$ cat config.mk
export PLATFORM = sky130hd
export DESIGN_NAME = text_normalize_filter_core
export DESIGN_NICKNAME = d
export VERILOG_FILES = /design/src/rtl/tnf_pkg.sv /design/src/rtl/tnf_front.sv /design/src/rtl/tnf_opq.sv /design/src/rtl/tnf_back.sv /design/src/rtl/text_normalize_filter_core.sv
export SDC_FILE = /design/constraint.sdc
export NUM_CORES = 1
export LEC_CHECK = 0
export BUFFER_PORTS_ARGS = -buffer_cell sky130_fd_sc_hd__buf_2
export CAP_MARGIN = 30
export CORE_UTILIZATION = 55
export DETAILED_ROUTE_END_ITERATION = 10
export HOLD_SLACK_MARGIN = 0.05
export PLACE_DENSITY = 0.78
export SLEW_MARGIN = 20
export SYNTH_ARGS = -nofsm -noshare
export SYNTH_HDL_FRONTEND = slang
export SYNTH_SLANG_ARGS = --single-unit
$ cat constraint.sdc
create_clock -name clk_i -period 4.3 [get_ports clk_i]
set_input_delay 0.86 -clock clk_i [delete_from_list [all_inputs] [get_ports clk_i]]
set_output_delay 0.86 -clock clk_i [all_outputs]
set_load 0.005 [all_outputs]
$ cat src/rtl/tnf_pkg.sv
`timescale 1ns / 1ps
`default_nettype none

package tnf_pkg;

  // configuration port
  localparam int unsigned CFG_DATA_W   = 16;
  localparam int unsigned CFG_IDX_W    = 1;
  localparam int unsigned MODE_W       = 9;
  localparam int unsigned LEN_W        = 16;
  localparam logic [CFG_IDX_W-1:0] CFG_MODE_FLAGS = 1'b0;
  localparam logic [CFG_IDX_W-1:0] CFG_MAX_LEN    = 1'b1;
  localparam logic [MODE_W-1:0]    MODE_RESET     = 9'h000;
  localparam logic [LEN_W-1:0]     MAX_LEN_RESET  = 16'hFFFF;

  // mode flag bits
  localparam int unsigned MB_STRIP    = 0;
  localparam int unsigned MB_DROP_WS  = 1;
  localparam int unsigned MB_DROP_CTL = 2;
  localparam int unsigned MB_LEAD     = 3;
  localparam int unsigned MB_COLLAPSE = 4;
  localparam int unsigned MB_UPPER    = 5;
  localparam int unsigned MB_BRACKET  = 6;
  localparam int unsigned MB_TRAIL    = 7;
  localparam int unsigned MB_QUOTE    = 8;

  // characters
  localparam logic [7:0] CH_NUL      = 8'h00;
  localparam logic [7:0] CH_TAB      = 8'h09;
  localparam logic [7:0] CH_SPACE    = 8'h20;
  localparam logic [7:0] CH_DQUOTE   = 8'h22;
  localparam logic [7:0] CH_SQUOTE   = 8'h27;
  localparam logic [7:0] CH_LPAREN   = 8'h28;
  localparam logic [7:0] CH_RPAREN   = 8'h29;
  localparam logic [7:0] CH_LBRACK   = 8'h5B;
  localparam logic [7:0] CH_RBRACK   = 8'h5D;
  localparam logic [7:0] CH_LOW_A    = 8'h61;
  localparam logic [7:0] CH_LOW_Z    = 8'h7A;
  localparam logic [7:0] CH_DEL      = 8'h7F;
  localparam logic [7:0] PARITY_MASK = 8'h7F;
  localparam logic [7:0] CASE_OFFSET = 8'h20;

  localparam int unsigned NUM_QT    = 6;
  localparam int unsigned OPQ_DEPTH = 4;

  typedef enum logic [1:0] {
    QT_NONE   = 2'd0,
    QT_SINGLE = 2'd1,
    QT_DOUBLE = 2'd2
  } quote_e;

  typedef enum logic [1:0] {
    OP_DROP = 2'd0,
    OP_END  = 2'd1,
    OP_HOLD = 2'd2,
    OP_EMIT = 2'd3
  } op_kind_e;

  typedef struct packed {
    logic [7:0] in_byte;
    logic       in_last;
  } in_item_t;

  typedef struct packed {
    logic [7:0] out_byte;
    logic       out_valid;
    logic       out_last;
    logic       run_overflow;
  } out_item_t;

  typedef struct packed {
    op_kind_e   kind;
    logic [7:0] ch;
    logic       last;
  } op_t;

endpackage

`default_nettype wire

$ cat src/rtl/tnf_front.sv
`timescale 1ns / 1ps
`default_nettype none

module tnf_front import tnf_pkg::*; (
  input  wire logic              clk_i,
  input  wire logic              rst_ni,
  input  wire logic [MODE_W-1:0] mode_i,
  input  wire logic              accept_i,
  input  wire in_item_t          item_i,
  output op_t                    op_o
);

  quote_e qt_q [NUM_QT];
  quote_e qt_d [NUM_QT];
  logic   lead_q, lead_d;
  logic   run_q, run_d;
  logic   ended_q, ended_d;

  logic [7:0] c;
  logic       keep;
  logic       term;
  logic       qd;
  logic [2:0] qr;

  function automatic logic [2:0] quote_eval(input quote_e st, input logic [7:0] ch);
    logic   q;
    quote_e nx;
    q  = 1'b0;
    nx = st;
    case (st)
      QT_SINGLE: begin
        q = 1'b1;
        if (ch == CH_SQUOTE) nx = QT_NONE;
      end
      QT_DOUBLE: begin
        q = 1'b1;
        if (ch == CH_DQUOTE) nx = QT_NONE;
      end
      default: begin
        if (ch == CH_SQUOTE) begin
          q  = 1'b1;
          nx = QT_SINGLE;
        end else if (ch == CH_DQUOTE) begin
          q  = 1'b1;
          nx = QT_DOUBLE;
        end
      end
    endcase
    return {q, nx};
  endfunction

  function automatic logic is_ws(input logic [7:0] ch);
    return (ch == CH_SPACE) || (ch == CH_TAB);
  endfunction

  always_comb begin
    for (int i = 0; i < NUM_QT; i++) qt_d[i] = qt_q[i];
    lead_d  = lead_q;
    run_d   = run_q;
    ended_d = ended_q;
    c       = item_i.in_byte;
    keep    = 1'b1;
    term    = 1'b0;
    qd      = 1'b0;
    qr      = '0;

    if (ended_q || (c == CH_NUL)) begin
      term = 1'b1;
      keep = 1'b0;
    end

    if (keep && mode_i[MB_STRIP]) begin
      qr = quote_eval(qt_q[0], c);
      if (mode_i[MB_QUOTE]) qt_d[0] = quote_e'(qr[1:0]);
      c = c & PARITY_MASK;
      if (c == CH_NUL) begin
        term = 1'b1;
        keep = 1'b0;
      end
    end

    if (keep && mode_i[MB_DROP_WS]) begin
      qr = quote_eval(qt_q[1], c);
      if (mode_i[MB_QUOTE]) qt_d[1] = quote_e'(qr[1:0]);
      qd = mode_i[MB_QUOTE] & qr[2];
      if (!qd && is_ws(c)) keep = 1'b0;
    end

    if (keep && mode_i[MB_DROP_CTL]) begin
      qr = quote_eval(qt_q[2], c);
      if (mode_i[MB_QUOTE]) qt_d[2] = quote_e'(qr[1:0]);
      qd = mode_i[MB_QUOTE] & qr[2];
      if (!qd) begin
        if (c == CH_TAB) c = CH_SPACE;
        else if ((c < CH_SPACE) || (c == CH_DEL)) keep = 1'b0;
      end
    end

    if (keep && mode_i[MB_LEAD] && !lead_q) begin
      if (is_ws(c)) keep = 1'b0;
      else lead_d = 1'b1;
    end

    if (keep && mode_i[MB_COLLAPSE]) begin
      qr = quote_eval(qt_q[3], c);
      if (mode_i[MB_QUOTE]) qt_d[3] = quote_e'(qr[1:0]);
      qd = mode_i[MB_QUOTE] & qr[2];
      if (!qd) begin
        if (is_ws(c)) begin
          if (run_q) begin
            keep = 1'b0;
          end else begin
            c     = CH_SPACE;
            run_d = 1'b1;
          end
        end else begin
          run_d = 1'b0;
        end
      end
    end

    if (keep && mode_i[MB_UPPER]) begin
      qr = quote_eval(qt_q[4], c);
      if (mode_i[MB_QUOTE]) qt_d[4] = quote_e'(qr[1:0]);
      qd = mode_i[MB_QUOTE] & qr[2];
      if (!qd && (c >= CH_LOW_A) && (c <= CH_LOW_Z)) c = c - CASE_OFFSET;
    end

    if (keep && mode_i[MB_BRACKET]) begin
      qr = quote_eval(qt_q[5], c);
      if (mode_i[MB_QUOTE]) qt_d[5] = quote_e'(qr[1:0]);
      qd = mode_i[MB_QUOTE] & qr[2];
      if (!qd) begin
        if (c == CH_LBRACK) c = CH_LPAREN;
        else if (c == CH_RBRACK) c = CH_RPAREN;
      end
    end

    if (term) ended_d = 1'b1;

    op_o.ch   = c;
    op_o.last = item_i.in_last;
    if (term) op_o.kind = OP_END;
    else if (!keep) op_o.kind = OP_DROP;
    else if (mode_i[MB_TRAIL] && is_ws(c)) op_o.kind = OP_HOLD;
    else op_o.kind = OP_EMIT;

    // string done: back to start-of-string state
    if (item_i.in_last) begin
      for (int i = 0; i < NUM_QT; i++) qt_d[i] = QT_NONE;
      lead_d  = 1'b0;
      run_d   = 1'b0;
      ended_d = 1'b0;
    end
  end

  always_ff @(posedge clk_i or negedge rst_ni) begin
    if (!rst_ni) begin
      for (int i = 0; i < NUM_QT; i++) qt_q[i] <= QT_NONE;
      lead_q  <= 1'b0;
      run_q   <= 1'b0;
      ended_q <= 1'b0;
    end else if (accept_i) begin
      for (int i = 0; i < NUM_QT; i++) qt_q[i] <= qt_d[i];
      lead_q  <= lead_d;
      run_q   <= run_d;
      ended_q <= ended_d;
    end
  end

endmodule

`default_nettype wire

$ cat src/rtl/tnf_opq.sv
`timescale 1ns / 1ps
`default_nettype none

module tnf_opq import tnf_pkg::*; (
  input  wire logic clk_i,
  input  wire logic rst_ni,
  input  wire logic push_i,
  input  wire op_t  op_i,
  output logic      full_o,
  input  wire logic pop_i,
  output logic      valid_o,
  output op_t       op_o
);

  localparam int unsigned PTR_W = $clog2(OPQ_DEPTH);
  localparam int unsigned CNT_W = $clog2(OPQ_DEPTH + 1);

  op_t              mem_q [OPQ_DEPTH];
  logic [PTR_W-1:0] wr_q, wr_d;
  logic [PTR_W-1:0] rd_q, rd_d;
  logic [CNT_W-1:0] cnt_q, cnt_d;
  logic             do_push, do_pop;

  assign full_o  = (cnt_q == CNT_W'(OPQ_DEPTH));
  assign valid_o = (cnt_q != '0);
  assign op_o    = mem_q[rd_q];
  assign do_push = push_i && !full_o;
  assign do_pop  = pop_i && valid_o;

  always_comb begin
    wr_d  = do_push ? PTR_W'(wr_q + 1'b1) : wr_q;
    rd_d  = do_pop  ? PTR_W'(rd_q + 1'b1) : rd_q;
    cnt_d = cnt_q;
    if (do_push && !do_pop) cnt_d = cnt_q + 1'b1;
    else if (!do_push && do_pop) cnt_d = cnt_q - 1'b1;
  end

  always_ff @(posedge clk_i or negedge rst_ni) begin
    if (!rst_ni) begin
      wr_q  <= '0;
      rd_q  <= '0;
      cnt_q <= '0;
    end else begin
      wr_q  <= wr_d;
      rd_q  <= rd_d;
      cnt_q <= cnt_d;
    end
  end

  always_ff @(posedge clk_i) begin
    if (do_push) mem_q[wr_q] <= op_i;
  end

endmodule

`default_nettype wire

$ cat src/rtl/tnf_back.sv
`timescale 1ns / 1ps
`default_nettype none

module tnf_back import tnf_pkg::*; #(
  parameter int unsigned WS_HOLD_DEPTH = 63
) (
  input  wire logic             clk_i,
  input  wire logic             rst_ni,
  input  wire logic [LEN_W-1:0] max_len_i,
  input  wire logic             op_valid_i,
  input  wire op_t              op_i,
  output logic                  op_pop_o,
  output logic                  empty_o,
  input  wire logic             pop_i,
  output out_item_t             result_o
);

  localparam int unsigned CNT_W = $clog2(WS_HOLD_DEPTH + 1);
  localparam int unsigned IDX_W = $clog2(WS_HOLD_DEPTH);

  logic [WS_HOLD_DEPTH-1:0] hold_q, hold_d;
  logic [CNT_W-1:0]         cnt_q, cnt_d;
  logic [LEN_W-1:0]         ecnt_q, ecnt_d;
  logic                     any_q, any_d;
  logic                     ovld_q, ovld_d;
  out_item_t                res_q, res_d;

  logic       can_out;
  logic       allowed;
  logic       final_ok;
  logic       done;
  logic       load;
  logic [7:0] head_ch;
  logic       in_tab;

  assign empty_o  = !ovld_q;
  assign result_o = res_q;
  assign op_pop_o = done;

  assign can_out  = !ovld_q || pop_i;
  assign allowed  = ecnt_q < max_len_i;
  // this character reaches the limit; nothing after it gets out
  assign final_ok = ({1'b0, ecnt_q} + 1'b1) >= {1'b0, max_len_i};
  assign head_ch  = hold_q[0] ? CH_TAB : CH_SPACE;
  assign in_tab   = (op_i.ch == CH_TAB);

  always_comb begin
    hold_d = hold_q;
    cnt_d  = cnt_q;
    ecnt_d = ecnt_q;
    any_d  = any_q;
    done   = 1'b0;
    load   = 1'b0;
    res_d  = '{out_byte: CH_NUL, out_valid: 1'b0, out_last: 1'b1, run_overflow: 1'b0};

    if (op_valid_i) begin
      case (op_i.kind)
        OP_HOLD: begin
          if ((cnt_q == CNT_W'(WS_HOLD_DEPTH)) && allowed) begin
            // buffer full: oldest goes out early
            if (can_out) begin
              load  = 1'b1;
              res_d = '{out_byte: head_ch, out_valid: 1'b1, out_last: op_i.last,
                        run_overflow: 1'b1};
              ecnt_d = ecnt_q + 1'b1;
              hold_d = hold_q >> 1;
              hold_d[WS_HOLD_DEPTH-1] = in_tab;
              done   = 1'b1;
            end
          end else if (op_i.last) begin
            if (can_out) begin
              load = 1'b1;
              done = 1'b1;
            end
          end else begin
            if (cnt_q == CNT_W'(WS_HOLD_DEPTH)) begin
              hold_d = hold_q >> 1;
              hold_d[WS_HOLD_DEPTH-1] = in_tab;
            end else begin
              hold_d[cnt_q[IDX_W-1:0]] = in_tab;
              cnt_d = cnt_q + 1'b1;
            end
            done = 1'b1;
          end
        end
        OP_EMIT: begin
          if ((cnt_q != '0) && allowed) begin
            // flush held run, one character a cycle while the result slot is free
            if (can_out) begin
              load  = 1'b1;
              res_d = '{out_byte: head_ch, out_valid: 1'b1,
                        out_last: op_i.last && final_ok, run_overflow: 1'b0};
              ecnt_d = ecnt_q + 1'b1;
              any_d  = 1'b1;
              hold_d = hold_q >> 1;
              cnt_d  = cnt_q - 1'b1;
            end
          end else if (allowed) begin
            if (can_out) begin
              load  = 1'b1;
              res_d = '{out_byte: op_i.ch, out_valid: 1'b1, out_last: op_i.last,
                        run_overflow: 1'b0};
              ecnt_d = ecnt_q + 1'b1;
              cnt_d  = '0;
              done   = 1'b1;
            end
          end else if (op_i.last && !any_q) begin
            if (can_out) begin
              load  = 1'b1;
              cnt_d = '0;
              done  = 1'b1;
            end
          end else begin
            cnt_d = '0;
            done  = 1'b1;
          end
        end
        default: begin
          // drop or end of string
          if (!op_i.last) begin
            if (op_i.kind == OP_END) cnt_d = '0;
            done = 1'b1;
          end else if (can_out) begin
            load = 1'b1;
            done = 1'b1;
          end
        end
      endcase
    end

    if (done) begin
      any_d = 1'b0;
      if (op_i.last) begin
        cnt_d  = '0;
        ecnt_d = '0;
      end
    end

    ovld_d = load ? 1'b1 : (pop_i ? 1'b0 : ovld_q);
  end

  always_ff @(posedge clk_i or negedge rst_ni) begin
    if (!rst_ni) begin
      cnt_q  <= '0;
      ecnt_q <= '0;
      any_q  <= 1'b0;
      ovld_q <= 1'b0;
    end else begin
      cnt_q  <= cnt_d;
      ecnt_q <= ecnt_d;
      any_q  <= any_d;
      ovld_q <= ovld_d;
    end
  end

  always_ff @(posedge clk_i) begin
    hold_q <= hold_d;
    if (load) res_q <= res_d;
  end

endmodule

`default_nettype wire

$ cat src/rtl/text_normalize_filter_core.sv
// Channel   Dir  Handshake           Payload
// input     in   push_i / full_o     item_i   (in_item_t)
// result    out  pop_i / empty_o     result_o (out_item_t)
// config    in   cfg_we_i            cfg_idx_i, cfg_wdata_i
//
// The front end classifies one item per cycle, while full_o is low, into a
// four-entry op queue. The back end emits one result per cycle while its
// result slot is free; an item ending a held whitespace run follows the
// held characters. full_o rises only when the op queue fills behind such a
// flush or a stalled result. Reset clears all per-string state; no clearing pass.
`timescale 1ns / 1ps
`default_nettype none

module text_normalize_filter_core import tnf_pkg::*; #(
  parameter int unsigned WS_HOLD_DEPTH = 63
) (
  input  wire logic                  clk_i,
  input  wire logic                  rst_ni,
  input  wire logic                  push_i,
  output logic                       full_o,
  input  wire in_item_t              item_i,
  output logic                       empty_o,
  input  wire logic                  pop_i,
  output out_item_t                  result_o,
  input  wire logic                  cfg_we_i,
  input  wire logic [CFG_IDX_W-1:0]  cfg_idx_i,
  input  wire logic [CFG_DATA_W-1:0] cfg_wdata_i
);

  logic [MODE_W-1:0] mode_q;
  logic [LEN_W-1:0]  max_len_q;

  logic accept;
  op_t  fe_op;
  logic opq_valid;
  op_t  opq_op;
  logic opq_pop;

  always_ff @(posedge clk_i or negedge rst_ni) begin
    if (!rst_ni) begin
      mode_q    <= MODE_RESET;
      max_len_q <= MAX_LEN_RESET;
    end else if (cfg_we_i) begin
      case (cfg_idx_i)
        CFG_MODE_FLAGS: mode_q    <= cfg_wdata_i[MODE_W-1:0];
        CFG_MAX_LEN:    max_len_q <= cfg_wdata_i[LEN_W-1:0];
        default: ;
      endcase
    end
  end

  assign accept = push_i && !full_o;

  tnf_front u_front (
    .clk_i    (clk_i),
    .rst_ni   (rst_ni),
    .mode_i   (mode_q),
    .accept_i (accept),
    .item_i   (item_i),
    .op_o     (fe_op)
  );

  tnf_opq u_opq (
    .clk_i   (clk_i),
    .rst_ni  (rst_ni),
    .push_i  (accept),
    .op_i    (fe_op),
    .full_o  (full_o),
    .pop_i   (opq_pop),
    .valid_o (opq_valid),
    .op_o    (opq_op)
  );

  tnf_back #(
    .WS_HOLD_DEPTH (WS_HOLD_DEPTH)
  ) u_back (
    .clk_i      (clk_i),
    .rst_ni     (rst_ni),
    .max_len_i  (max_len_q),
    .op_valid_i (opq_valid),
    .op_i       (opq_op),
    .op_pop_o   (opq_pop),
    .empty_o    (empty_o),
    .pop_i      (pop_i),
    .result_o   (result_o)
  );

`ifndef SYNTHESIS
  a_bare_is_last: assert property (@(posedge clk_i) disable iff (!rst_ni)
    (!empty_o && !result_o.out_valid) |-> result_o.out_last)
    else $error("bare end marker without out_last");

  a_ovf_is_ws: assert property (@(posedge clk_i) disable iff (!rst_ni)
    (!empty_o && result_o.run_overflow) |->
      (result_o.out_valid && (result_o.out_byte == CH_SPACE || result_o.out_byte == CH_TAB)))
    else $error("overflow flag on a non-whitespace result");

  a_len_zero: assert property (@(posedge clk_i) disable iff (!rst_ni)
    (!empty_o && result_o.out_valid && $stable(max_len_q) && !$past(cfg_we_i))
      |-> (max_len_q != '0))
    else $error("character emitted with max_len of zero");
`endif

endmodule

`default_nettype wire

---- Word level (Yosys, flattened, before mapping) ----
Memory sizes are Yosys's and may differ from the RTL's.
Cells that the tools add are included.
word-level totals
  register bits ........................... 145
  bits in latches ......................... 0
  RAM bits ................................ 44
  ROM bits ................................ 0
  output and inout port bits .............. 13
  memories ................................ 1
memories
  name         words  bits a word  rd ports  clocked after memory_dff  wr ports  RTL line       source
  u_opq.mem_q  4      11           1         0                         1         tnf_opq.sv:18  op_t mem_q [OPQ_DEPTH];
cells by class
  add/sub/neg operators ................... 9
  multiply operators ...................... 0
  divide/modulo/power cells ............... 0
  $lt $le $gt $ge ......................... 7
  equal/unequal tests ..................... 55
  shift-type cells ........................ 0
  mux-type cells .......................... 167
  bitwise operators ....................... 6
  reductions and logical operators ........ 79
operator list
  kind                                                                     count
  63-bit 2-to-1 mux                                                        6
  63-bit case mux with 2 select lines                                      1
  16-bit 2-to-1 mux                                                        7
  8-bit 2-to-1 mux                                                         14
  8-bit by 6-bit equality test with 1-bit output, second input constant    13
  6-bit 2-to-1 mux                                                         14
  1-bit 2-to-1 mux                                                         69
  2-bit 2-to-1 mux                                                         34
  11-bit 2-to-1 mux                                                        6
  63-bit bitwise mux                                                       1
  6-bit AND reduction                                                      7
  3-bit by 2-bit inequality test with 1-bit output, second input constant  13
  8-bit by 4-bit equality test with 1-bit output, second input constant    4
  16-bit case mux with 2 select lines                                      1
  2-bit nonzero test                                                       16
  8-bit by 7-bit equality test with 1-bit output, second input constant    3
  2-bit case mux with 2 select lines                                       6
  1-bit logical AND                                                        22
  11-bit case mux with 2 select lines                                      1
  3-bit nonzero test                                                       6
  16-bit by 1-bit adder with 17-bit output, second input constant          1
  17-bit by 16-bit >= comparator with 1-bit output                         1
  16-bit by 1-bit adder with 16-bit output, second input constant          1
  2-bit equality test, second input constant                               8
  33 further kinds                                                         68

---- Logic depth before layout (Yosys ltp) ----
  depth in word-level cells ............... 54
  gate-level depth with buffers ........... 17
  depth with buffers taken out ............ 16

---- Modules after synthesis ----
From an unflattened synthesis, not the netlist that was laid out.
second synthesis, totals
  cell total of the unflattened synthesis .. 1138
  area total of the unflattened synthesis .. 11394.7 µm²
modules (own cells, without submodules)
  module                      instances  cells an instance  area each (µm²)  sequential area each (µm²)
  tnf_back                    1          802                6870.3           2822.7
  tnf_opq                     1          92                 2055.7           1496.4
  tnf_front                   1          189                1415.1           325.3
  text_normalize_filter_core  1          55                 1053.5           645.6

---- Worst setup path before layout ----
Ideal clock, no wire load.
  path kind ............................... input to register
  from .................................... input port item_i[2] (netlist name)
  to ...................................... memory u_opq.mem_q[0][9] (netlist name) (data pin)
  setup time .............................. 271 ps
  data arrival time ....................... 3713 ps
  data required time ...................... 4029 ps
  path slack .............................. 316 ps
  cell stages on the path ................. 12
  path through ............................ buf_6 > or4_1 > a221o_1 > o21a_4 > a21oi_1 > ha_1 > nor3_1 > a21boi_0 > nor3b_2 > a221oi_1 > nor4bb_1 > a21oi_2
RTL lines
  item                RTL line                          source
  start: declaration  text_normalize_filter_core.sv:21  input wire in_item_t item_i,
  end: declaration    tnf_opq.sv:18

---- Worst setup path in the final report ----
  from .................................... register max_len_q[14]
  to ...................................... register u_opq.cnt_q[2]
on the way
  word-level cells in the longest chain between the ends .. 9
RTL lines
  item                                                    RTL line                          source
  start: declaration                                      text_normalize_filter_core.sv:31  logic [LEN_W-1:0] max_len_q;
  start signal: assignment                                text_normalize_filter_core.sv:46  CFG_MAX_LEN: max_len_q <= cfg_wdata_i[LEN_W-1:0];
  16-bit < comparator *                                   tnf_back.sv:41                    assign allowed = ecnt_q < max_len_i;
  1-bit 2-to-1 mux (tied with other cells)                tnf_back.sv:98                    end else if (allowed) begin
  1-bit 2-to-1 mux, on equally long branches              tnf_back.sv:87, tnf_back.sv:59
  1-bit case mux with 2 select lines *                    tnf_back.sv:57                    case (op_i.kind)
  1-bit 2-to-1 mux *                                      tnf_back.sv:56                    if (op_valid_i) begin
  1-bit logical AND *                                     tnf_opq.sv:28                     assign do_pop = pop_i && valid_o;
  1-bit zero test                                         tnf_opq.sv:34                     if (do_push && !do_pop) cnt_d = cnt_q + 1'b1;
  1-bit logical AND                                       tnf_opq.sv:34
  3-bit 2-to-1 mux or 2-bit nonzero test (tied branches)  -
  end signal: assignment                                  tnf_opq.sv:46                     cnt_q <= cnt_d;
  end: declaration                                        tnf_opq.sv:21                     logic [CNT_W-1:0] cnt_q, cnt_d;
Every way passes the cells marked *; elsewhere a longest branch is shown, timed or not.
A chain may end at the register's enable or synchronous reset.

==> qor_table.md <==
| Metric | Value | Unit |
|---|---|---|
| Run status | finished clean | - |
| Count of synthesis-stage warnings from yosys | 0 | - |
| Number of global-route vias before repair | 7884 | - |
| Crit Path Category | register to register | - |
| Number of vias per cell after detailed routing | 5.95 | - |
| Routed vias | 8142 | - |
| Critical Path AT | 4.30 | ns |
| DIE HEIGHT | 142 | microns |
| Power per cell area | 664 | nW/um^2 |
| TritonCTS Buffers | 17 | - |
| Number of cells produced by synthesis | 1079 | - |
| GRT Residual Overflow | 0 | - |
| Drt total wl | 24700 | microns |
| Final net count | 1180 | - |
| Share of final-layout standard cells stronger than drive strength 1 | 14.5 | % |
| Post-layout minimum cycle time | 3.94 | ns |
| Non-filler cells in the finished layout | 1369 | - |
| Number of remaining DRC errors | 0 | - |
| Clock root buffer master | clkbuf_16 | - |
| Final period util | 91.7 | % |
| Actual slew at the worst max-slew pin | 0.912 | ns |
| Number of buffers on the longest clock path | 2 | - |
| Number of input and output port buffers inserted | 43 | - |
| Largest vdd supply drop | 405 | uV |
| Number of detailed-route iterations in the first pass | 5 | - |
| Post-synth top flop | edfxtp_1 | - |
| Placed cell count | 1337 | - |
| Clock Sink Count | 187 | - |
| Cell area after synthesis | 10700 | sq um |
| CTS hold repair buffers | 0 | - |
| Post-synth cell types | 83 | - |
| Cell leakage power | 4.73 | nW |
| Detailed Place HPWL | 17200 | microns |
| Pin count of the biggest net entering global routing | 69 | - |
| EDFF count, synth | 118 | - |
| Unrepaired setup endpoints after global routing | no | - |
| Routability-driven placement congestion ratio | 0.896 | - |
| Setup repair bufs after CTS | 0 | - |
| Clock tree from TritonCTS | built | - |
| Class of the worst hold path | input port to asynchronous set/reset pin | - |
| Core region area | 18900 | sq um |
| Floorplan die area | 20000 | sq um |
| Share of async-settable or async-resettable flops after synthesis | 36.9 | % |
| Remaining antenna violation count | 0 | - |
| # H-tree levels | 4 | - |
| Skew-Pair Late Insertion Delay | 0.44 | ns |
| Endpoints failing setup | 0 | - |
| All-layer global routing usage | 25.8 | % |
| Initial standard-cell utilization of the core | 56.7 | % |
| Iteration-0 DRC Markers | 722 | - |
| Syn_nets | 1163 | - |
| Startpoint kind of the worst setup timing path | register | - |
| Post-synthesis sequential area ratio | 49.4 | % |
| Worst-case setup slack after placement | 0.108 | ns |
| Rel. slew slack | 38.8 | % |
| Final worst clock skew | 0.0133 | ns |
| Number of hold violations in the final report | 0 | - |
| Required time worst endpoint | 4.66 | ns |
| Design Power | 7.82 | mW |
| Achievable Freq | 0.254 | GHz |
| Critical Path End Type | register | - |
| Seq cells post-synth | 187 | - |
| Maximum fanout along the worst path | 4 | - |
| Total of cells resized after clock tree synthesis | 0 | - |
| Fin. max-slew vios | 0 | - |
| Die width | 142 | microns |
| Number of primary I/O pins | 44 | - |
| Diodes inserted | 0 | - |
| First-pass GRT wire length | 40200 | microns |
| Post-detailed-route wirelength per cell | 18.1 | microns |
| Setup TNS after final layout | 0 | ns |
| Final worst slack | 0.356 | ns |
| Number of maximum-capacitance violations | 0 | - |
| Row cnt | 50 | - |
| Clock transition time at the flip-flop clock pins of the worst setup and hold paths | 0.08 | ns |
| Mean Syn Cell Area | 9.93 | sq um |
| Antenna violations before repair | 0 | - |
| Synthesis-to-finish area growth | 9.80 | % |
Yosys cell counts (3+ instances only):
cell,count,area (sq um)
nand2_1,129,484
nor2_1,123,462
edfxtp_1,118,3540
o21ai_0,95,475
a21oi_1,92,460
dfrtp_1,53,1330
ha_1,52,651
clkbuf_1,48,180
inv_1,38,143
mux2_2,26,293
nand3_1,25,125
and2_1,21,131
xor2_1,21,184
nor3_1,19,95.1
dfstp_2,16,420
and3_1,15,93.8
xnor2_1,14,123
nor2b_1,11,68.8
a21o_1,10,75.1
buf_2,10,50.1
mux4_2,10,225
nand2b_1,10,62.6
or3_1,8,50.1
a31oi_1,6,37.5
mux2i_1,6,60.1
o21a_1,6,45.0
nand4_1,5,31.3
o211ai_1,4,30.0
o22ai_1,4,25.0
or4_1,4,30.0
a211oi_1,3,22.5
a41oi_1,3,26.3
buf_1,3,11.3
nand3b_1,3,22.5
nor3b_1,3,22.5
nor4_1,3,18.8
o31ai_1,3,22.5
or2_2,3,18.8
worst paths after layout:
kind                                startpoint                end  slack (ns)  cells past startpoint
worst max-delay path             max_len_q[14]     u_opq.cnt_q[2]        0.36                     15
worst min-delay path                    rst_ni    u_front.qt_q[7]        0.25                      1
worst max register to register   max_len_q[14]     u_opq.cnt_q[2]        0.36                     15
worst min register to register  u_front.lead_q     u_front.lead_q        0.49                      1
max in group asynchronous               rst_ni  u_back.ecnt_q[12]        3.00                      2
min in group clk_i              u_front.lead_q     u_front.lead_q        0.49                      1
where the power goes:
group | switching (mW) | leakage, nW | total, mW | internal, mW
registers | 0.320 | 1.95 | 3.01 | 2.69
logic | 2.10 | 2.49 | 3.24 | 1.14
clock network | 0.782 | 0.288 | 1.57 | 0.784
total | 3.20 | 4.73 | 7.82 | 4.61
per-stage QoR:
| stage | hold slack (ns) | area, sq um | util (%) |
|---|---|---|---|
| 2_1_floorplan | 0.455 | 10700 | - |
| 3_3_place_gp | 0.475 | 11100 | 59.0 |
| 3_5_place_dp | 0.479 | 11200 | 59.1 |
| 4_1_cts | 0.244 | 11800 | 62.3 |
| 5_1_grt | 0.244 | 11800 | 62.3 |
| 6_report | 0.246 | 11800 | 62.3 |
routing by layer:
layer	global-route usage [%]	vias up	share of wire [%]	routed length [microns]
met3	4.59	40	5.5	1350
met2	43.7	282	50	12400
li1	-	3896	-	-
met4	9.79	0	2.5	624
met1	33.1	3924	42	10300
met5	0	-	0	0
registers in the layout, indices dropped and copies added, names as in the netlist, 3 cells and up:
signal,count
max_len_q,16
mode_q,9
u_back.cnt_q,6
u_back.ecnt_q,16
u_back.hold_q,63
u_back.result_o,11
u_front.qt_q,10
u_opq.cnt_q,3
u_opq.mem_q,44
worst max-delay path, cell delays in order (launching register included):
cell	delay [ns]
dfstp_2	0.53
inv_1	0.05
ha_1	0.30
a21o_1	0.19
a211o_1	0.30
a2111o_1	0.36
o21ai_1	0.26
o21ai_0	0.27
a32oi_1	0.36
or2_2	0.21
ha_1	0.18
inv_1	0.06
fa_1	0.37
xor2_1	0.15
nor2_1	0.11
xor2_1	0.16
logic make-up (layout without fill, tap and decap cells):
logic type / Yosys count / in the layout / share of synthesized area, %
muxes: 43 / 43 / 5.50
AOI/OAI and AO/OA: 265 / 265 / 15.1
DFF: 187 / 187 / 49.4
and+or+nand+nor: 393 / 393 / 17.0
adders and majority gates: 53 / 53 / 6.26
xor gates and xnor gates: 35 / 35 / 2.86
buffers and inverters: 103 / 133 / 3.87
cell usage in the layout (no fill, tap or decap), types with 14 or more instances in the layout:
master       n
a21oi_1     92
and2_1      21
and3_1      15
buf_2       43
buf_4       17
clkbuf_16   17
dfrtp_1     53
dfstp_2     16
edfxtp_1   118
ha_1        52
inv_1       38
mux2_2      26
nand2_1    128
nand3_1     25
nor2_1     123
nor3_1      18
o21ai_0     95
xnor2_1     14
xor2_1      21
area by class of cell:
type                    count  area, sq um
repair buffers             61          363
multi-input cells         789         5030
fillers                  1566         7130
inverters                  40          150
well taps                 260          325
flip-flops and latches    187         5290
clock inverters            15          173
clock buffers              17          425
Power figures use the tool's default switching activity.
